$ cat config.mk
export PLATFORM = sky130hd
export DESIGN_NAME = oprs_emit
export DESIGN_NICKNAME = d
export VERILOG_FILES = /design/src/hdl/oprs_pkg.sv /design/src/hdl/oprs_emit.sv
export VERILOG_INCLUDE_DIRS = /design/src /design/src/hdl
export SDC_FILE = /design/constraint.sdc
export NUM_CORES = 1
export LEC_CHECK = 0
export ABC_AREA = 0
export BUFFER_PORTS_ARGS = -buffer_cell sky130_fd_sc_hd__buf_2
export CORE_MARGIN = 2
export CORE_UTILIZATION = 45
export DETAILED_ROUTE_END_ITERATION = 10
export PLACE_DENSITY_LB_ADDON = 0.12
export SYNTH_ARGS = -nofsm -noshare
export SYNTH_HDL_FRONTEND = slang
export SYNTH_SLANG_ARGS = --single-unit
$ cat constraint.sdc
create_clock -name aclk -period 2.8 [get_ports aclk]
set_clock_uncertainty 0.2 [all_clocks]
set_input_delay 0.56 -clock aclk [delete_from_list [all_inputs] [get_ports aclk]]
set_output_delay 0.56 -clock aclk [all_outputs]
set_load 0.05 [all_outputs]
$ cat src/hdl/assert_macros.svh
// Assertion macros shared by the refresh sequencer modules.
// Included by files that carry concurrent checks; no other dependencies.
`ifndef ASSERT_MACROS_SVH
`define ASSERT_MACROS_SVH

// Check that a condition implies another in the same cycle.
`define OPRS_ASSERT_SAME(label, clk, rstn, ante, cons) \
    label: assert property (@(posedge clk) disable iff (!(rstn)) (ante) |-> (cons)) \
        else $error("oprs check failed");

// Check that a condition implies another in the next cycle.
`define OPRS_ASSERT_NEXT(label, clk, rstn, ante, cons) \
    label: assert property (@(posedge clk) disable iff (!(rstn)) (ante) |=> (cons)) \
        else $error("oprs check failed");

`endif

$ cat src/hdl/oprs_pkg.sv
// Package for the page refresh sequencer: geometry, command codes, types.
// Used by every module of the block; depends on nothing.
`timescale 1ns / 1ps

package oprs_pkg;

    // Display geometry and chunking
    localparam int WIDTH       = 128;
    localparam int PAGES       = 4;
    localparam int MAX_CHUNK   = 32;

    // Frame store: two buffers of 512 bytes
    localparam int STORE_DEPTH = 1024;
    localparam int STORE_AW    = 10;
    localparam int BUF_AW      = 9;

    localparam int COL_W       = $clog2(WIDTH + 1);
    localparam int PAGE_W      = 3;
    localparam int CNT_W       = $clog2(MAX_CHUNK + 1);
    localparam int INIT_COUNT  = 25;
    localparam int INIT_W      = 5;

    // Item kinds
    localparam logic [1:0] KIND_TICK  = 2'd0;
    localparam logic [1:0] KIND_WRITE = 2'd1;
    localparam logic [1:0] KIND_SHOW  = 2'd2;

    // Command bytes and register resets
    localparam logic [7:0] CMD_PAGE      = 8'hB0;
    localparam logic [7:0] CMD_COL_LOW   = 8'h00;
    localparam logic [7:0] CMD_COL_HIGH  = 8'h10;
    localparam logic [6:0] DEV_ADDR_RST  = 7'h3C;
    localparam logic [5:0] CHUNK_LEN_RST = 6'd32;

    typedef enum logic [2:0] {
        PH_INIT,
        PH_IDLE,
        PH_PAGE,
        PH_COL_LOW,
        PH_COL_HIGH,
        PH_DATA
    } phase_t;

    typedef enum logic [1:0] {
        ST_CLEAR,
        ST_ACCEPT,
        ST_TICK,
        ST_DATA
    } seq_state_t;

    // One result handed from the sequencer to the output stages
    typedef struct packed {
        logic       valid;
        logic       from_mem;
        logic       is_data;
        logic       last;
        logic [7:0] cmd;
    } issue_t;

    // Controller power-up command list
    function automatic logic [7:0] init_byte(input logic [INIT_W-1:0] idx);
        logic [7:0] b;
        case (idx)
            5'd0:    b = 8'hAE;
            5'd1:    b = 8'hD5;
            5'd2:    b = 8'h80;
            5'd3:    b = 8'hA8;
            5'd4:    b = 8'h1F;
            5'd5:    b = 8'hD3;
            5'd6:    b = 8'h00;
            5'd7:    b = 8'h40;
            5'd8:    b = 8'h8D;
            5'd9:    b = 8'h14;
            5'd10:   b = 8'h20;
            5'd11:   b = 8'h00;
            5'd12:   b = 8'hA1;
            5'd13:   b = 8'hC8;
            5'd14:   b = 8'hDA;
            5'd15:   b = 8'h02;
            5'd16:   b = 8'h81;
            5'd17:   b = 8'h8F;
            5'd18:   b = 8'hD9;
            5'd19:   b = 8'hF1;
            5'd20:   b = 8'hDB;
            5'd21:   b = 8'h40;
            5'd22:   b = 8'hA4;
            5'd23:   b = 8'hA6;
            5'd24:   b = 8'hAF;
            default: b = 8'h00;
        endcase
        return b;
    endfunction

endpackage

$ cat src/hdl/oprs_emit.sv
// Result stages: memory-read stage followed by the output register.
// Depends on oprs_pkg (issue_t) and assert_macros.svh.
`timescale 1ns / 1ps
`include "assert_macros.svh"

module oprs_emit (
    input  logic                 aclk,
    input  logic                 aresetn,
    input  oprs_pkg::issue_t     issue,
    input  logic [7:0]           rdata,
    input  logic [6:0]           link_addr,
    output logic                 slot_free,
    output logic                 m_tvalid,
    input  logic                 m_tready,
    output logic [15:0]          m_tdata,   // target_address[6:0], payload[14:7], zero[15]
    output logic                 m_tuser,   // is_data
    output logic                 m_tlast
);

    logic             s1_valid_reg;
    logic             s1_valid_next;
    oprs_pkg::issue_t s1_info_reg;
    logic             m_valid_reg;
    logic             m_valid_next;
    logic [6:0]       m_addr_reg;
    logic [7:0]       m_payload_reg;
    logic             m_is_data_reg;
    logic             m_last_reg;
    logic             out_load;

    // Move stage one into the output register when it is empty or drained
    assign out_load  = s1_valid_reg && (!m_valid_reg || m_tready);
    assign slot_free = !s1_valid_reg || out_load;

    always_comb begin
        s1_valid_next = s1_valid_reg;
        if (issue.valid) begin
            s1_valid_next = 1'b1;
        end else if (out_load) begin
            s1_valid_next = 1'b0;
        end
    end

    always_comb begin
        m_valid_next = m_valid_reg;
        if (out_load) begin
            m_valid_next = 1'b1;
        end else if (m_tready) begin
            m_valid_next = 1'b0;
        end
    end

    // Control registers
    always_ff @(posedge aclk) begin
        if (!aresetn) begin
            s1_valid_reg <= 1'b0;
            m_valid_reg  <= 1'b0;
        end else begin
            s1_valid_reg <= s1_valid_next;
            m_valid_reg  <= m_valid_next;
        end
    end

    // Payload registers
    always_ff @(posedge aclk) begin
        if (issue.valid) begin
            s1_info_reg <= issue;
        end
        if (out_load) begin
            m_addr_reg    <= link_addr;
            m_payload_reg <= s1_info_reg.from_mem ? rdata : s1_info_reg.cmd;
            m_is_data_reg <= s1_info_reg.is_data;
            m_last_reg    <= s1_info_reg.last;
        end
    end

    assign m_tvalid = m_valid_reg;
    assign m_tdata  = {1'b0, m_payload_reg, m_addr_reg};
    assign m_tuser  = m_is_data_reg;
    assign m_tlast  = m_last_reg;

    `OPRS_ASSERT_SAME(a_issue_has_slot, aclk, aresetn, issue.valid, slot_free)
    `OPRS_ASSERT_NEXT(a_s1_holds, aclk, aresetn, s1_valid_reg && !out_load, s1_valid_reg)

endmodule

## After elaboration in Yosys (flattened, before gate mapping)

Index checks and enable logic that the tools add are counted.

- Muxes and demuxes: 5
- Reductions and logical operators: 7

Operators by type and width:

| operator | count |
|---|---|
| $mux W8 | 1 |
| $mux W1 | 4 |
| $reduce_bool A2 Y1 | 2 |
| $logic_not A1 Y1 | 2 |
| $logic_or A1 B1 Y1 | 2 |
| $logic_and A1 B1 Y1 | 1 |

- Register bits: 30
- Input bits: 30
- Output and inout bits: 20
- Word-level logic and storage cells: 22

## Longest topological paths before layout

- Depth after elaboration: 5
- Mapped depth: 2
- Depth with buffers taken out: 2

## Worst setup path after synthesis

Ideal clock, no wire load.

- Path kind: flip-flop to flip-flop
- Start: register m_valid_reg (netlist: m_tvalid)
- End: register m_addr_reg[0], enable pin
- Setup time: 0.393 ns
- Arrival time: 1.498 ns
- Required time: 2.207 ns
- Path slack: 0.709 ns
- Cell stages (with the launch flop): 3
- Buffers on the path: 0
- Period minus slack after synthesis: 2.091 ns
- Cells stage by stage: dfxtp_1 > nor2b_1 > nor2b_1

- Word-level cells in the longest chain between the ends: 3

RTL lines:

| element | line | source |
|---|---|---|
| start, declared | oprs_emit.sv:23 | `logic m_valid_reg;` |
| start signal, assigned | oprs_emit.sv:60 | `m_valid_reg <= m_valid_next;` |
| $logic_not A1 Y1 | oprs_emit.sv:32 | `assign out_load = s1_valid_reg && (!m_valid_reg \|\| m_tready);` |
| $logic_or A1 B1 Y1 | oprs_emit.sv:32 |  |
| $logic_and A1 B1 Y1 | oprs_emit.sv:32 |  |
| end signal, assigned | oprs_emit.sv:70 | `m_addr_reg <= link_addr;` |
| end, declared | oprs_emit.sv:25 | `logic [6:0] m_addr_reg;` |

No other way between the ends.
A chain may end at the register's enable or synchronous reset.

## Final worst setup path

- Start: register m_valid_reg (netlist: m_tvalid)
- End: output port slot_free

- Word-level cells in the longest chain between the ends: 4

RTL lines:

| element | line | source |
|---|---|---|
| $logic_not A1 Y1 | oprs_emit.sv:32 |  |
| $logic_or A1 B1 Y1 | oprs_emit.sv:32 |  |
| $logic_and A1 B1 Y1 | oprs_emit.sv:32 |  |
| $logic_or A1 B1 Y1 | oprs_emit.sv:33 | `assign slot_free = !s1_valid_reg \|\| out_load;` |
| end, declared | oprs_emit.sv:12 | `output logic slot_free,` |

No other way between the ends.

==> impl_results.md <==
- Outcome: completed
- Routability congestion estimate from global placement: 0.6328
- Area of the mapped netlist: 0.001062 mm^2
- Horiz. Die Dim: 52.59 um
- Sort of element at the end of the critical path: output pin
- Final total negative setup slack: 0 ns
- Total area of sequential cells: 880.8 um^2
- Number of top-level pins: 50
- Max-capacitance violation count: 0
- DRC viols: 0
- Slowest stage cell on the critical path: dfxtp_1
- Detailed-routing iteration count for the pre-antenna-repair pass: 5
- Clock H-tree levels: 2
- Worst Hold Path Cells: 1
- Endpoint arrival time on the critical path: 1.18 ns
- Vias after detailed routing: 571
- Async SR Flop Fraction: 0
- Total half-perimeter wirelength after legalization and detailed placement: 1.199 mm
- Count of cells resized by post-cts repair: 0
- Max reg flops: 11
- Fin crit share: 0.6921
- Pin count of the biggest net entering global routing: 18
- Syn Nets: 77
- Peak clock frequency supported by timing: 516.0 MHz
- Routed via count divided by cell count: 4.392
- RSZ-0062 raised after global routing: false
- Count of flip-flops with a built-in enable after synthesis: 28
- Number of standard cells in the final layout excluding fillers: 130
- Power share of the clock group: 0.254
- Total setup buffers inserted after CTS: 0
- Worst IR Drop VDD: 363.3 uV
- Cell area after placement: 0.001326 mm^2
- Cell type with the largest total area after synthesis: edfxtp_1
- Antenna diode count: 0
- Clock tree root buffer cell: clkbuf_4
- Number of fill cells: 195
- Mean instance size in the synthesized netlist: 22.60 um^2
- Initial antenna violation count: 0
- Post-synthesis cell count: 47
- Final worst hold slack: 0.2211 ns
- Num CTS Buffers: 5
- Fin nets: 131
- WP data required: 2.04 ns
- Total area of multi-input combinational cells: 162.7 um^2
- Sequential Power Share: 0.612
- Number of distinct standard cells referenced by the synthesized netlist: 11
- Routed length per placed instance: 11.97 um
- Count of input and output buffers: 48
- Clock latency reported for the late side of the worst-skew pair: 0.31 ns
- Synth warnings: 0
- Number of global-route vias before repair: 573
- Leftover overflow at the end of global routing: 0
- Max clock buf depth: 2
- Starting density of the core: 0.4802
- Clock-pin slew on the worst setup and hold paths: 0.09 ns
- Syn-to-layout area delta: 29.56%
- Combinational group share of total power: 0.134
- CP Launch Type: flip-flop
- CTS Hold Bufs: 0
- R2R depth: 1
- Proportion of netlist area held by the largest area contributor: 0.7915
- Die Y: 52.59 um
- Clock sinks: 30
- Total placed cells including tap cells: 122
- Global-route wire length before repair: 2.373 mm
- Net switching power: 211.0 uW
- Delay contributed by the slowest stage of the critical path: 0.33 ns
- Wire length after detailed routing: 1.556 mm
- Switching Fraction: 0.2418
- Setup-failing EPs final: 0
- Power per cell area: 634.1 mW/mm^2
- Worst-case setup slack after placement: 0.8653 ns
- All-layer global routing usage: 0.1324
- Cell-internal power: 661.7 uW
- CTS tree: built
- Starting DRT DRC Count: 11
- Post-route cell area: 0.001376 mm^2
- Die Footprint: 0.002765 mm^2
- Number of hold violations in the final report: 0
- Synthesized flop and latch total: 30
- Placement Rows: 17
- Cell-by-cell trace of the critical path: nor2b_1 -> nand2_1 -> buf_2
- Ys flop type: edfxtp_1
- Max-slew violation count: 0
- Smallest setup slack after layout: 0.8622 ns
- Synth area leaders: edfxtp_1, mux2_4, dfxtp_1
- Post-detailed-route count of antenna-violating nets: 0
- Critical path fanouts, max: 4
- Leak Pwr: 0.5897 nW
- Type of the worst setup path: reg2out
- Worst min path class: in2reg
- Placeable core region: 0.002212 mm^2
- Seq/Total Area, Yosys: 0.8292
- Time the worst path needs with I/O delays and setup: 1.938 ns
- Leading cell types by count after synthesis: edfxtp_1, mux2_4, dfxtp_1, nor2b_1
- Total power draw: 872.7 uW
- Top-count cell post-synth: edfxtp_1
- Utilization after layout: 0.6222
- Fraction of layout instances using a drive strength above 1: 0.6176
## critical path: cells and delay by family (launching register included)
| family | cells | cell delay, ns |
|---|---|---|
| buffers and inverters | 1 | 0.21 |
| AND/OR/NAND/NOR | 2 | 0.34 |
| flip-flops | 1 | 0.33 |
## area by class of cell
type                       count  share of cell area
clock inverter                 2            0.006364
clock buffer                   6             0.03000
tap                           28             0.02545
multi-input combinational     15              0.1182
timing repair buffer          49              0.1800
sequential                    30              0.6400
## placed cells by master (no fill, tap or decap), drive strengths merged
cell	Yosys	routed
buf	2	49
edfxtp	28	28
mux2	8	8
clkbuf	0	6
nor2b	2	2
dfxtp	2	2
clkinv	0	2
nand2	1	1
and2	1	1
a22o	1	1
o21a	1	1
conb	1	1
## cell families after synthesis
logic type,synth area share
other,0.003530
buffers and inverters,0.01767
flip-flops,0.8292
AND/OR/NAND/NOR,0.02120
multiplexers,0.1131
AO/OA/AOI/OAI,0.01532
## worst paths after layout
check                       start                to  slack [ns]
setup / recovery         m_tvalid         slot_free        0.86
hold / removal       link_addr[3]     m_addr_reg[3]        0.22
setup reg to reg  s1_info_reg[10]  m_payload_reg[7]        1.37
hold reg to reg    s1_info_reg[8]           m_tlast        0.23
## layer usage
layer | GRT usage | vias up | share of wire
met5 | 0 | - | 0
met4 | 0.06410 | 0 | 0
met3 | 0.08286 | 0 | 0.12
met2 | 0.2333 | 33 | 0.52
met1 | 0.1139 | 253 | 0.36
li1 | - | 285 | -
## power groups by stage
| stage | logic [mW] | registers [mW] | clock network (mW) |
|---|---|---|---|
| after floorplan | 0.0374 | 0.588 | 0 |
| after global routing | 0.124 | 0.538 | 0.256 |
| after CTS | 0.118 | 0.535 | 0.233 |
| final | 0.117 | 0.534 | 0.222 |
| after detailed placement | 0.118 | 0.545 | 0 |
| after global placement | 0.117 | 0.544 | 0 |
(Power assumes the default switching activity.)
