--- src/hdl/assert_macros.svh ---
// Assertion macros shared by the refresh sequencer modules.
// Included by files that carry concurrent checks; no other dependencies.
`ifndef ASSERT_MACROS_SVH
`define ASSERT_MACROS_SVH

// Check that a condition implies another in the same cycle.
`define OPRS_ASSERT_SAME(label, clk, rstn, ante, cons) \
    label: assert property (@(posedge clk) disable iff (!(rstn)) (ante) |-> (cons)) \
        else $error("oprs check failed");

// Check that a condition implies another in the next cycle.
`define OPRS_ASSERT_NEXT(label, clk, rstn, ante, cons) \
    label: assert property (@(posedge clk) disable iff (!(rstn)) (ante) |=> (cons)) \
        else $error("oprs check failed");

`endif

--- src/hdl/oprs_pkg.sv ---
// Package for the page refresh sequencer: geometry, command codes, types.
// Used by every module of the block; depends on nothing.
`timescale 1ns / 1ps

package oprs_pkg;

    // Display geometry and chunking
    localparam int WIDTH       = 128;
    localparam int PAGES       = 4;
    localparam int MAX_CHUNK   = 32;

    // Frame store: two buffers of 512 bytes
    localparam int STORE_DEPTH = 1024;
    localparam int STORE_AW    = 10;
    localparam int BUF_AW      = 9;

    localparam int COL_W       = $clog2(WIDTH + 1);
    localparam int PAGE_W      = 3;
    localparam int CNT_W       = $clog2(MAX_CHUNK + 1);
    localparam int INIT_COUNT  = 25;
    localparam int INIT_W      = 5;

    // Item kinds
    localparam logic [1:0] KIND_TICK  = 2'd0;
    localparam logic [1:0] KIND_WRITE = 2'd1;
    localparam logic [1:0] KIND_SHOW  = 2'd2;

    // Command bytes and register resets
    localparam logic [7:0] CMD_PAGE      = 8'hB0;
    localparam logic [7:0] CMD_COL_LOW   = 8'h00;
    localparam logic [7:0] CMD_COL_HIGH  = 8'h10;
    localparam logic [6:0] DEV_ADDR_RST  = 7'h3C;
    localparam logic [5:0] CHUNK_LEN_RST = 6'd32;

    typedef enum logic [2:0] {
        PH_INIT,
        PH_IDLE,
        PH_PAGE,
        PH_COL_LOW,
        PH_COL_HIGH,
        PH_DATA
    } phase_t;

    typedef enum logic [1:0] {
        ST_CLEAR,
        ST_ACCEPT,
        ST_TICK,
        ST_DATA
    } seq_state_t;

    // One result handed from the sequencer to the output stages
    typedef struct packed {
        logic       valid;
        logic       from_mem;
        logic       is_data;
        logic       last;
        logic [7:0] cmd;
    } issue_t;

    // Controller power-up command list
    function automatic logic [7:0] init_byte(input logic [INIT_W-1:0] idx);
        logic [7:0] b;
        case (idx)
            5'd0:    b = 8'hAE;
            5'd1:    b = 8'hD5;
            5'd2:    b = 8'h80;
            5'd3:    b = 8'hA8;
            5'd4:    b = 8'h1F;
            5'd5:    b = 8'hD3;
            5'd6:    b = 8'h00;
            5'd7:    b = 8'h40;
            5'd8:    b = 8'h8D;
            5'd9:    b = 8'h14;
            5'd10:   b = 8'h20;
            5'd11:   b = 8'h00;
            5'd12:   b = 8'hA1;
            5'd13:   b = 8'hC8;
            5'd14:   b = 8'hDA;
            5'd15:   b = 8'h02;
            5'd16:   b = 8'h81;
            5'd17:   b = 8'h8F;
            5'd18:   b = 8'hD9;
            5'd19:   b = 8'hF1;
            5'd20:   b = 8'hDB;
            5'd21:   b = 8'h40;
            5'd22:   b = 8'hA4;
            5'd23:   b = 8'hA6;
            5'd24:   b = 8'hAF;
            default: b = 8'h00;
        endcase
        return b;
    endfunction

endpackage

--- src/hdl/oprs_ctrl.sv ---
// Refresh sequencer: takes items, walks init, page commands and data chunks,
// and drives the frame store ports. Depends on oprs_pkg and assert_macros.svh.
`timescale 1ns / 1ps
`include "assert_macros.svh"

module oprs_ctrl (
    input  logic                          aclk,
    input  logic                          aresetn,
    input  logic                          s_valid,
    output logic                          s_ready,
    input  logic [1:0]                    s_kind,
    input  logic                          s_link_ready,
    input  logic                          s_buffer_select,
    input  logic [oprs_pkg::BUF_AW-1:0]   s_byte_address,
    input  logic [7:0]                    s_byte_value,
    input  logic [5:0]                    chunk_length,
    input  logic                          slot_free,
    output oprs_pkg::issue_t              issue,
    output logic                          mem_we,
    output logic [oprs_pkg::STORE_AW-1:0] mem_waddr,
    output logic [7:0]                    mem_wdata,
    output logic                          mem_re,
    output logic [oprs_pkg::STORE_AW-1:0] mem_raddr
);

    localparam int CW = oprs_pkg::COL_W;
    localparam int PW = oprs_pkg::PAGE_W;
    localparam int NW = oprs_pkg::CNT_W;
    localparam int IW = oprs_pkg::INIT_W;
    localparam int AW = oprs_pkg::STORE_AW;

    oprs_pkg::seq_state_t state_reg, state_next;
    oprs_pkg::phase_t     phase_reg, phase_next;
    logic [IW-1:0]        init_pos_reg, init_pos_next;
    logic [PW-1:0]        page_reg, page_next;
    logic [CW-1:0]        col_reg, col_next;
    logic                 active_reg, active_next;
    logic                 req_reg, req_next;
    logic                 wait_buf_reg, wait_buf_next;
    logic                 link_ready_reg, link_ready_next;
    logic [AW-1:0]        clr_addr_reg, clr_addr_next;
    logic [NW-1:0]        cnt_reg, cnt_next;

    // Tick resolution
    oprs_pkg::phase_t     t_phase;
    logic                 t_active;
    logic                 t_req;
    logic [PW-1:0]        t_page;
    logic [CW-1:0]        t_col;
    logic                 t_emit;
    logic [7:0]           t_cmd;
    logic                 t_init_adv;
    logic                 t_data;
    logic                 t_skip;
    logic                 t_start;

    logic                 accept;
    logic [NW-1:0]        limit;
    logic [CW-1:0]        avail;
    logic [NW-1:0]        count;
    logic [CW-1:0]        col_inc;
    logic [PW:0]          page_inc;
    logic [AW-1:0]        rd_addr;

    assign s_ready = (state_reg == oprs_pkg::ST_ACCEPT);
    assign accept  = s_valid && s_ready;

    // Clamp chunk length to 1 .. MAX_CHUNK and bound it by the rest of the page
    always_comb begin
        if (chunk_length == 6'd0) begin
            limit = NW'(1);
        end else if (int'(chunk_length) > oprs_pkg::MAX_CHUNK) begin
            limit = NW'(oprs_pkg::MAX_CHUNK);
        end else begin
            limit = NW'(chunk_length);
        end
        avail = CW'(oprs_pkg::WIDTH) - col_reg;
        count = (int'(avail) > int'(limit)) ? limit : NW'(avail);
    end

    assign col_inc  = col_reg + CW'(1);
    assign page_inc = {1'b0, page_reg} + (PW + 1)'(1);
    assign rd_addr  = {active_reg, {oprs_pkg::BUF_AW{1'b0}}}
                    + AW'(page_reg * oprs_pkg::WIDTH) + AW'(col_reg);

    // Resolve what a tick does from the stored phase
    always_comb begin
        t_phase    = phase_reg;
        t_active   = active_reg;
        t_req      = req_reg;
        t_page     = page_reg;
        t_col      = col_reg;
        t_emit     = 1'b0;
        t_cmd      = oprs_pkg::CMD_COL_LOW;
        t_init_adv = 1'b0;
        t_data     = 1'b0;
        t_skip     = 1'b0;
        t_start    = 1'b0;
        if (phase_reg == oprs_pkg::PH_INIT) begin
            if (init_pos_reg < IW'(oprs_pkg::INIT_COUNT)) begin
                t_skip = 1'b1;
                if (link_ready_reg) begin
                    t_emit     = 1'b1;
                    t_cmd      = oprs_pkg::init_byte(init_pos_reg);
                    t_init_adv = 1'b1;
                end
            end else if (req_reg) begin
                t_start = 1'b1;
            end else begin
                t_phase = oprs_pkg::PH_IDLE;
            end
        end
        if (!t_skip && t_phase == oprs_pkg::PH_IDLE) begin
            if (req_reg) begin
                t_start = 1'b1;
            end else begin
                t_skip = 1'b1;
            end
        end
        if (t_start) begin
            t_active = wait_buf_reg;
            t_req    = 1'b0;
            t_page   = '0;
            t_col    = '0;
            t_phase  = oprs_pkg::PH_PAGE;
        end
        if (!t_skip && link_ready_reg) begin
            case (t_phase)
                oprs_pkg::PH_PAGE: begin
                    t_emit  = 1'b1;
                    t_cmd   = oprs_pkg::CMD_PAGE | {{(8 - PW){1'b0}}, t_page};
                    t_phase = oprs_pkg::PH_COL_LOW;
                end
                oprs_pkg::PH_COL_LOW: begin
                    t_emit  = 1'b1;
                    t_cmd   = oprs_pkg::CMD_COL_LOW;
                    t_phase = oprs_pkg::PH_COL_HIGH;
                end
                oprs_pkg::PH_COL_HIGH: begin
                    t_emit  = 1'b1;
                    t_cmd   = oprs_pkg::CMD_COL_HIGH;
                    t_phase = oprs_pkg::PH_DATA;
                end
                oprs_pkg::PH_DATA: begin
                    t_data = 1'b1;
                end
                default: begin
                end
            endcase
        end
    end

    // Next state
    always_comb begin
        state_next = state_reg;
        unique case (state_reg)
            oprs_pkg::ST_CLEAR: begin
                if (clr_addr_reg == {AW{1'b1}}) begin
                    state_next = oprs_pkg::ST_ACCEPT;
                end
            end
            oprs_pkg::ST_ACCEPT: begin
                if (accept && s_kind == oprs_pkg::KIND_TICK) begin
                    state_next = oprs_pkg::ST_TICK;
                end
            end
            oprs_pkg::ST_TICK: begin
                if (t_data) begin
                    state_next = oprs_pkg::ST_DATA;
                end else if (!t_emit || slot_free) begin
                    state_next = oprs_pkg::ST_ACCEPT;
                end
            end
            oprs_pkg::ST_DATA: begin
                if (slot_free && cnt_reg == NW'(1)) begin
                    state_next = oprs_pkg::ST_ACCEPT;
                end
            end
            default: begin
                state_next = oprs_pkg::ST_ACCEPT;
            end
        endcase
    end

    // Datapath and memory port outputs
    always_comb begin
        phase_next      = phase_reg;
        init_pos_next   = init_pos_reg;
        page_next       = page_reg;
        col_next        = col_reg;
        active_next     = active_reg;
        req_next        = req_reg;
        wait_buf_next   = wait_buf_reg;
        link_ready_next = link_ready_reg;
        clr_addr_next   = clr_addr_reg;
        cnt_next        = cnt_reg;
        issue           = '0;
        mem_we          = 1'b0;
        mem_waddr       = clr_addr_reg;
        mem_wdata       = 8'h00;
        mem_re          = 1'b0;
        mem_raddr       = rd_addr;
        unique case (state_reg)
            oprs_pkg::ST_CLEAR: begin
                // Sweep the store with zeros, one entry a cycle
                mem_we        = 1'b1;
                clr_addr_next = clr_addr_reg + AW'(1);
            end
            oprs_pkg::ST_ACCEPT: begin
                if (accept) begin
                    case (s_kind)
                        oprs_pkg::KIND_WRITE: begin
                            mem_we    = 1'b1;
                            mem_waddr = {s_buffer_select, s_byte_address};
                            mem_wdata = s_byte_value;
                        end
                        oprs_pkg::KIND_SHOW: begin
                            wait_buf_next = s_buffer_select;
                            req_next      = 1'b1;
                            if (phase_reg == oprs_pkg::PH_IDLE) begin
                                active_next = s_buffer_select;
                                req_next    = 1'b0;
                                page_next   = '0;
                                col_next    = '0;
                                phase_next  = oprs_pkg::PH_PAGE;
                            end
                        end
                        oprs_pkg::KIND_TICK: begin
                            link_ready_next = s_link_ready;
                        end
                        default: begin
                        end
                    endcase
                end
            end
            oprs_pkg::ST_TICK: begin
                // Commit unless a command must wait for a free result slot
                if (!t_emit || slot_free) begin
                    phase_next  = t_phase;
                    active_next = t_active;
                    req_next    = t_req;
                    page_next   = t_page;
                    col_next    = t_col;
                    if (t_init_adv) begin
                        init_pos_next = init_pos_reg + IW'(1);
                    end
                    if (t_data) begin
                        cnt_next = count;
                    end
                    issue.valid   = t_emit;
                    issue.from_mem = 1'b0;
                    issue.is_data = 1'b0;
                    issue.last    = 1'b1;
                    issue.cmd     = t_cmd;
                end
            end
            oprs_pkg::ST_DATA: begin
                // Read one pixel byte a cycle while a result slot is free and advance the column
                if (slot_free) begin
                    mem_re         = 1'b1;
                    issue.valid    = 1'b1;
                    issue.from_mem = 1'b1;
                    issue.is_data  = 1'b1;
                    issue.last     = (cnt_reg == NW'(1));
                    cnt_next       = cnt_reg - NW'(1);
                    col_next       = col_inc;
                    if (cnt_reg == NW'(1) && col_inc == CW'(oprs_pkg::WIDTH)) begin
                        col_next = '0;
                        if (int'(page_inc) >= oprs_pkg::PAGES) begin
                            page_next  = '0;
                            phase_next = oprs_pkg::PH_IDLE;
                        end else begin
                            page_next  = page_inc[PW-1:0];
                            phase_next = oprs_pkg::PH_PAGE;
                        end
                    end
                end
            end
            default: begin
            end
        endcase
    end

    // Control registers
    always_ff @(posedge aclk) begin
        if (!aresetn) begin
            state_reg    <= oprs_pkg::ST_CLEAR;
            phase_reg    <= oprs_pkg::PH_INIT;
            init_pos_reg <= '0;
            page_reg     <= '0;
            col_reg      <= '0;
            active_reg   <= 1'b0;
            req_reg      <= 1'b1;
            wait_buf_reg <= 1'b0;
            clr_addr_reg <= '0;
        end else begin
            state_reg    <= state_next;
            phase_reg    <= phase_next;
            init_pos_reg <= init_pos_next;
            page_reg     <= page_next;
            col_reg      <= col_next;
            active_reg   <= active_next;
            req_reg      <= req_next;
            wait_buf_reg <= wait_buf_next;
            clr_addr_reg <= clr_addr_next;
        end
    end

    // Payload registers
    always_ff @(posedge aclk) begin
        link_ready_reg <= link_ready_next;
        cnt_reg        <= cnt_next;
    end

    // Reads happen only in ST_DATA and writes never there, so no forwarding is needed
    `OPRS_ASSERT_SAME(a_no_rw_overlap, aclk, aresetn, mem_re, !mem_we)
    `OPRS_ASSERT_SAME(a_data_phase, aclk, aresetn, state_reg == oprs_pkg::ST_DATA, phase_reg == oprs_pkg::PH_DATA)
    `OPRS_ASSERT_SAME(a_data_count, aclk, aresetn, state_reg == oprs_pkg::ST_DATA, cnt_reg != '0)

endmodule

--- config.mk ---
export PLATFORM = sky130hd
export DESIGN_NAME = oprs_ctrl
export DESIGN_NICKNAME = d
export VERILOG_FILES = /design/src/hdl/oprs_pkg.sv /design/src/hdl/oprs_ctrl.sv
export VERILOG_INCLUDE_DIRS = /design/src /design/src/hdl
export SDC_FILE = /design/constraint.sdc
export NUM_CORES = 1
export LEC_CHECK = 0
export BUFFER_PORTS_ARGS = -buffer_cell sky130_fd_sc_hd__buf_4
export CORE_MARGIN = 1.5
export CORE_UTILIZATION = 61
export DETAILED_ROUTE_END_ITERATION = 10
export PLACE_DENSITY = 0.87
export REMOVE_ABC_BUFFERS = 1
export SYNTH_ARGS = -nofsm -noshare
export SYNTH_HDL_FRONTEND = slang
export SYNTH_SLANG_ARGS = --single-unit
--- constraint.sdc ---
create_clock -name aclk -period 5.9 [get_ports aclk]
set_input_delay 0.885 -clock aclk [delete_from_list [all_inputs] [get_ports aclk]]
set_output_delay 0.885 -clock aclk [all_outputs]
set_load 0.02 [all_outputs]
## Word level (Yosys, flattened, before mapping)

Memories as Yosys holds them, arrays and structs flattened. A register that Yosys moved wholly into a read port is not among the register bits.
Cells that the tools add are included.

- Memories: 1
- ROM bits: 256
- Input port bits: 31
- Bits in registers: 41
- Logic and storage cells: 171
- Output and inout bits: 43

Memory list:

| memory | depth | width | read ports | clocked after memory_dff | wr ports | RTL line | text |
|---|---|---|---|---|---|---|---|
| (no name shown) | 32 | 8 | 1 | 1 | 0 | oprs_pkg.sv:63 | `case (idx)` |

- Add/subtract/negate cells: 8
- Magnitude comparators: 4
- Multiplexer cells: 94
- Reductions and logical operators: 27
- Eq/ne operators: 26

Operator list:

| operator | count |
|---|---|
| $mux W8 | 15 |
| $mux W3 | 19 |
| $pmux W8 S3 | 2 |
| $mux W6 | 6 |
| $mux W1 | 30 |
| $mux W10 | 3 |
| $pmux W3 S3 | 3 |
| $ne A2 B2 Y1 const B | 7 |
| $reduce_and A7 Y1 | 2 |
| $mux W12 | 1 |
| $mux W2 | 6 |
| $pmux W6 S2 | 1 |
| $add A10 B1 Y10 const B | 1 |
| $add A10 B10 Y10 | 1 |
| $add A10 B8 Y10 | 1 |
| $eq A10 B10 Y1 const B | 1 |
| $mux W5 | 2 |
| $reduce_and A3 Y1 | 3 |
| $add A8 B1 Y8 const B | 1 |
| $eq A8 B8 Y1 const B | 1 |
| $gt A8 B6 Y1 | 1 |
| $ne A2 B1 Y1 const B | 4 |
| $pmux W2 S4 | 1 |
| $pmux W4 S2 | 1 |
| other kinds (28) | 46 |

## Logic depth before layout (Yosys ltp)

Gate-level depths: netlist of the first run.

- Depth in word-level cells: 16
- Gate-level depth with buffers: 13
- Depth with buffers taken out: 12

## Worst setup path after synthesis of the first run

Ideal clock, no wire load.

- Path type: reg2out
- Start point: register phase_reg[0]
- End point: output port issue[4] (netlist name)
- Path slack: 2882 ps
- Arrival: 2133 ps
- Stages on the path, launching flop included: 7
- Cell sequence: dfxtp_1 > buf_1 > nand2_1 > nor2_1 > o21a_1 > nor2_1 > a2111oi_0

RTL lines:

| what | RTL line | text |
|---|---|---|
| from (decl) | oprs_ctrl.sv:33 | `oprs_pkg::phase_t phase_reg, phase_next;` |
| from (signal assigned) | oprs_ctrl.sv:288 | `phase_reg <= oprs_pkg::PH_INIT;` |
| from (signal assigned) | oprs_ctrl.sv:298 | `phase_reg <= phase_next;` |
| to (decl) | oprs_ctrl.sv:18 | `output oprs_pkg::issue_t issue,` |

## Final worst setup path of the first run

- Start point: register col_reg[0]
- End point: register cnt_reg[1], data pin

- Cells in the longest elaborated chain, start to end: 6

RTL lines:

| what | RTL line | text |
|---|---|---|
| from (decl) | oprs_ctrl.sv:36 | `logic [CW-1:0] col_reg, col_next;` |
| from (signal assigned) | oprs_ctrl.sv:301 | `col_reg <= col_next;` |
| $sub A8 B8 Y8 (*) | oprs_ctrl.sv:77 | `avail = CW'(oprs_pkg::WIDTH) - col_reg;` |
| $gt A8 B6 Y1 | oprs_ctrl.sv:78 | `count = (int'(avail) > int'(limit)) ? limit : NW'(avail);` |
| $mux W6 (*) | oprs_ctrl.sv:78 |  |
| $mux W6 (*) | oprs_ctrl.sv:247 | `if (t_data) begin` |
| $mux W6 (*) | oprs_ctrl.sv:238 | `if (!t_emit \|\| slot_free) begin` |
| $pmux W6 S2 (*) | oprs_ctrl.sv:203 | `unique case (state_reg)` |
| via cnt_next[1] | oprs_ctrl.sv:42 | `logic [NW-1:0] cnt_reg, cnt_next;` |
| to (signal assigned) | oprs_ctrl.sv:312 | `cnt_reg <= cnt_next;` |
| to (decl) | oprs_ctrl.sv:42 |  |

The timed path passes the listed nets; every way through them passes the cells marked *. The select of a mux whose other input is x is not followed.
A chain may end at the register's enable or synchronous reset.

==> results.md, run 1 <==
- Total wire length: 9660 µm
- Placed Area: 4420 µm²
- Leak pwr: 0.00203 µW
- Slew HR: 31.5%
- CTS H-Tree Depth: 2
- Clock Path Buffers: 2
- Worst hold margin: 0.494 ns
- Peak VDD IR: 0.119 mV
- Row Count: 29
- CP max stage delay: 0.49 ns
- Final worst slack: 2.52 ns
- Number of synthesized flops with an enable pin: 7
- Vias per Instance: 6.03
- Initial core utilization: 62.6%
- WL/cell: 15.5 µm
- Worst-path fanout max: 10
- Async set or reset register ratio after synthesis: 0%
- Reg-to-Reg Start: col_reg[0]
- Fin. Hold Viols: 0
- CTS tree: built
- First-pass GRT wire length: 16000 µm
- Port Buf Inserts: 73
- Syn Std Cell Area: 3950 µm²
- R2R setup slack: 2.52 ns
- Antenna violations before repair: 0
- Final HPWL DP: 7330 µm
- Post-route design area: 4500 µm²
- CTS clk-pin slew, worst paths: 0.09 ns
- Critical Path Start Type: register
- Fin util: 71.3%
- Layout cells sized above 1: 20.3%
- Vias in the first global route: 3482
- Worst EP required: 6.05 ns
- Total of max-cap violations: 0
- Die span in x: 83.5 µm
- R2R Path End: cnt_reg[1]
- Seq/Total Area, Yosys: 26.6%
- Worst EP arrival: 3.53 ns
- Fin Clk Skew: 0.0133 ns
- Die Y: 83.5 µm
- Diodes inserted: 0
- Setup Fix Bufs, Post-CTS: 0
- Boundary pin count: 74
- Crit end category: register
- Sequential share of power: 49.0%
- Pwr Density: 168 nW/µm²
- CP most frequent cell: ha_1
- Clk sink count: 49
- Yosys cell types: 78
- Fin crit share: 57.4%
- Layout Nets: 605
- Cts bufs inserted: 5
- Yosys reg bits: 49
- Max-slew violation total from the final report: 0
- Critical path class: register to register
- Outcome: finished, final reports clean
- Core area: 6310 µm²
- Worst path cell trace: inv_1 -> ha_1 -> or3b_2 -> xor2_1 -> ha_1 -> and3_1 -> o21a_1 -> a2111oi_0 -> o21ai_1 -> mux2_2 -> mux2i_1
- Congestion Overflow GR: 0
- Drt first pass iters: 5
- Cell count after synthesis: 496
- Worst hold path class: register to register
- Post-layout minimum cycle time: 3.38 ns
- Die area: 6970 µm²
- Switching Share: 31.4%
- Synth Flop Type: dfxtp_1
- Post-CTS sizing: 0
- Largest net degree at the start of global routing: 24
- Antenna-violating nets left: 0
- CP max stage cell: or3b_2
- Setup TNS: 0 ns
- Worst path bufs/invs: 1
- P_int: 519 µW
- GRT Resource Usage Total: 27.5%
- Worst slack, placed: 2.54 ns
- Vias: 3757
- Clock latency at the later pin of the worst-skew pair: 0.31 ns
- Hold buffer count at CTS: 0
- Worst slew pin tran: 1.02 ns
- Clock share of power: 25.3%
- Synthesized area per cell: 7.97 µm²
- Worst Reg-to-Reg Cells: 11
- RD Place Congestion: 0.955
- Root buf cell: clkbuf_8
- Delay-heaviest family, CP: compound AO/OA/AOI/OAI gates
- Post-route DRC: 0
- Combinational share of power: 25.7%
- Most frequent cells in the layout: buf_4, nand2_1, nor2_1
- Worst Hold Path Cells: 2
- DR iter-0 viols: 311
- Commonest non-fill, non-tap cell in the layout: buf_4
- Fmax: 295 MHz
- # setup viols final: 0
- Hold EP: wait_buf_reg
- Net switching power: 237 µW
- Hold_sp: wait_buf_reg
- Syn-to-layout area delta: 13.8%
- RSZ-0062 raised after global routing: no
- Synth warn: 0
power groups by stage:
stage	clock network, µW	registers [µW]	logic (µW)
after detailed placement	0	378	191
after floorplan	0	374	127
after CTS	198	370	193
final	192	371	194
after global placement	0	377	184
after global routing	213	373	214
Yosys cell counts (all sizes together) (3+ instances only):
cell | count | area (µm²)
nor2b | 5 | 31.3
dfxtp | 42 | 841
a21oi | 17 | 88.8
nand2 | 63 | 236
o22ai | 4 | 25.0
and3 | 7 | 48.8
nand3 | 21 | 110
mux2i | 15 | 150
nor4 | 5 | 52.6
nand4 | 8 | 50.1
xor2 | 12 | 105
buf | 19 | 144
or4 | 4 | 37.5
or3 | 3 | 18.8
ha | 29 | 363
mux2 | 5 | 56.3
o21a | 4 | 30.0
and2 | 16 | 100
clkbuf | 14 | 52.6
o21ai | 19 | 98.9
or2 | 4 | 25.0
a2111oi | 3 | 26.3
inv | 32 | 120
nor3 | 11 | 60.1
o211ai | 5 | 47.5
a31oi | 6 | 37.5
a22oi | 7 | 62.6
xnor2 | 16 | 140
nor2 | 47 | 179
o311ai | 3 | 26.3
o31ai | 3 | 22.5
a211oi | 8 | 65.1
nand2b | 4 | 25.0
edfxtp | 7 | 210
layer usage:
layer / routed length, µm / track usage, %
met4: 212 / 9.24
met3: 613 / 4.65
met1: 4060 / 33.9
met2: 4780 / 48.8
met5: 0 / 0
per-stage QoR:
| step | power (µW) | instances |
|---|---|---|
| 2_1_floorplan | 501 | 463 |
| 3_3_place_gp | 562 | 615 |
| 3_5_place_dp | 569 | 615 |
| 4_1_cts | 761 | 623 |
| 5_1_grt | 800 | 623 |
| 6_report | 757 | 623 |
layout make-up:
class | count | area, µm²
repair buffers | 75 | 563
clock inverters | 2 | 10.0
well taps | 77 | 96.3
fillers | 511 | 1810
clock buffers | 6 | 72.6
inverters | 33 | 124
flip-flops and latches | 49 | 1050
multi-input cells | 381 | 2580
kinds of logic (layout without fill, tap and decap cells):
family | Yosys count | after routing | share of synthesized area, %
buf+inv | 66 | 116 | 8.10
xor+xnor | 28 | 28 | 6.20
compound gates | 97 | 97 | 18.0
fa+ha+maj | 29 | 29 | 9.18
simple gates | 207 | 207 | 26.7
flops | 49 | 49 | 26.6
mux | 20 | 20 | 5.22
worst min-delay path: cells and delay by family (launching register included):
kind            cells  cell delay (ns)
compound gates      1             0.07
flops               1             0.32
simple gates        1             0.06
worst max-delay path by stage:
stage,from,endpoint,slack (ns),depth (start not counted)
3_5_place_dp,col_reg[0],cnt_reg[1],2.54,11
5_1_grt,state_reg[0],register,2.25,11
3_3_place_gp,slot_free,register,2.65,11
4_1_cts,col_reg[0],cnt_reg[1],2.50,11
2_1_floorplan,col_reg[0],cnt_reg[1],2.79,11
6_report,col_reg[0],cnt_reg[1],2.52,11
Note: power is estimated with default switching activity, not from simulation.
==> inputs of run 2 (changes only) <==
- CORE_UTILIZATION: 61 -> 51
- PLACE_DENSITY: 0.87 -> 0.77
- clock period: 5.9 -> 3.1 ns (I/O delays scaled with it)
==> run 2 against run 1 <==
Wire length grew 3.2%; sequential share of layout area shrank 1.4 points; flip-flop and latch count is the same; fmax grew 14%; utilization shrank 6.2 points; via count grew 2.0%; global-route usage shrank 3.4 points; cell count grew 7.1%; register-to-register slack lost 2.4 ns; critical path depth is the same; sequential power grew 86%; largest power group unchanged.
==> results.md, run 2 (synthesized netlist as in run 1, its figures left out) <==
- Outcome: finished, final reports clean
- Post-route DRC: 0
- Worst hold path class: input pin to register
- Sequential share of power: 41.4%
- Worst Hold Path Cells: 1
- Total wire length: 9970 µm
- CTS H-Tree Depth: 2
- Clock latency at the later pin of the worst-skew pair: 0.31 ns
- Layout cells sized above 1: 24.3%
- Pwr Density: 348 nW/µm²
- Core area: 7370 µm²
- Clock share of power: 32.4%
- RD Place Congestion: 0.920
- CTS tree: built
- # setup viols final: 0
- Hold buffer count at CTS: 0
- DR iter-0 viols: 258
- Row Count: 31
- P_int: 1180 µW
- First-pass GRT wire length: 16500 µm
- Combinational share of power: 26.1%
- Fin Clk Skew: 0.00982 ns
- Placed Area: 4600 µm²
- Clk sink count: 49
- Final HPWL DP: 7660 µm
- Net switching power: 486 µW
- Root buf cell: clkbuf_8
- Fmax: 337 MHz
- Peak VDD IR: 0.219 mV
- Leak pwr: 0.00217 µW
- Fin. Hold Viols: 0
- Vias in the first global route: 3583
- Antenna violations before repair: 0
- Switching Share: 29.1%
- Die Y: 91.1 µm
- Port Buf Inserts: 73
- Clock Path Buffers: 2
- Drt first pass iters: 5
- Setup TNS: 0 ns
- Fin util: 65.0%
- Worst EP arrival: 3.13 ns
- Antenna-violating nets left: 0
- Boundary pin count: 74
- Largest net degree at the start of global routing: 21
- Layout Nets: 627
- Syn-to-layout area delta: 21.2%
- GRT Resource Usage Total: 24.1%
- WL/cell: 14.9 µm
- Vias per Instance: 5.74
- CTS clk-pin slew, worst paths: 0.10 ns
- CP max stage cell: or3b_2
- Fin crit share: 95.7%
- Critical path class: register to register
- Initial core utilization: 53.7%
- Diodes inserted: 0
- Most frequent cells in the layout: buf_4, nand2_1, nor2_1
- Post-layout minimum cycle time: 2.97 ns
- Total of max-cap violations: 0
- Worst EP required: 3.26 ns
- Vias: 3831
- Cts bufs inserted: 5
- CP max stage delay: 0.50 ns
- Die span in x: 91.1 µm
- Worst Reg-to-Reg Cells: 11
- Congestion Overflow GR: 0
- Worst hold margin: 0.334 ns
- Die area: 8290 µm²
- # fillers: 659
- Worst path cell trace: inv_1 -> ha_1 -> or3b_2 -> xor2_2 -> ha_4 -> and3_1 -> nand4_1 -> o21ai_0 -> o21ai_4 -> mux2_2 -> mux2i_1
- Slew HR: 49.9%
- Post-route design area: 4790 µm²
- Max-slew violation total from the final report: 0
- RSZ-0062 raised after global routing: no
- Commonest non-fill, non-tap cell in the layout: buf_4
- Worst slew pin tran: 0.747 ns
- Worst-path fanout max: 6
- Crit end category: register
- Critical Path Start Type: register
[run 2: final cells by class]
type	count	area (µm²)	share of cell area, %
clock buffers	5	68.8	1.44
clock inverters	3	65.1	1.36
inverters	33	124	2.58
multi-input cells	381	2630	54.9
flip-flops and latches	49	1050	21.9
well taps	99	124	2.58
repair buffers	97	728	15.2
[run 2: power groups by stage]
stage / Sequential, µW / Clock [µW] / Combinational (µW)
after global routing: 695 / 574 / 475
after floorplan: 712 / 0 / 243
final: 691 / 541 / 436
after global placement: 705 / 0 / 380
after CTS: 691 / 548 / 406
after detailed placement: 705 / 0 / 392
[run 2: final timing paths]
kind	slack (ns)	endpoint	startpoint
setup / recovery	0.13	cnt_reg[1]	col_reg[0]
hold / removal	0.33	link_ready_reg	s_link_ready
setup reg to reg	0.13	cnt_reg[1]	col_reg[0]
hold reg to reg	0.47	wait_buf_reg	wait_buf_reg
[run 2: metrics by stage]
stage	total power, µW	setup slack [ns]	cells
final	1670	0.134	667
after global placement	1080	0.0968	658
after floorplan	954	-0.0140	463
after global routing	1740	0.00280	667
after detailed placement	1100	-0.142	658
after CTS	1640	0.00993	666
[run 2: metal layers]
layer,up-vias,track usage (%),wire [µm]
li1,1880,-,-
met4,0,7.55,188
met2,110,42.8,5020
met3,21,3.43,424
met5,-,0,0
met1,1820,29.9,4340
[run 2: what timing repair did]
item | CTS | global route
hold endpoints to repair | 0 | 0
gates resized for setup | 3 | 5
pin swaps | 1 | 2
setup buffers | 0 | 1
endpoints found under the setup margin | 6 | 7
[run 2: worst max-delay path: cells and delay by family, from the launching register on]
kind                       cells  cell delay, ns
xor gates and xnor gates       1            0.24
adders and majority gates      2            0.42
DFF                            1            0.32
buffers and inverters          1            0.07
and+or+nand+nor                3            0.81
muxes                          2            0.52
AOI/OAI and AO/OA              2            0.43
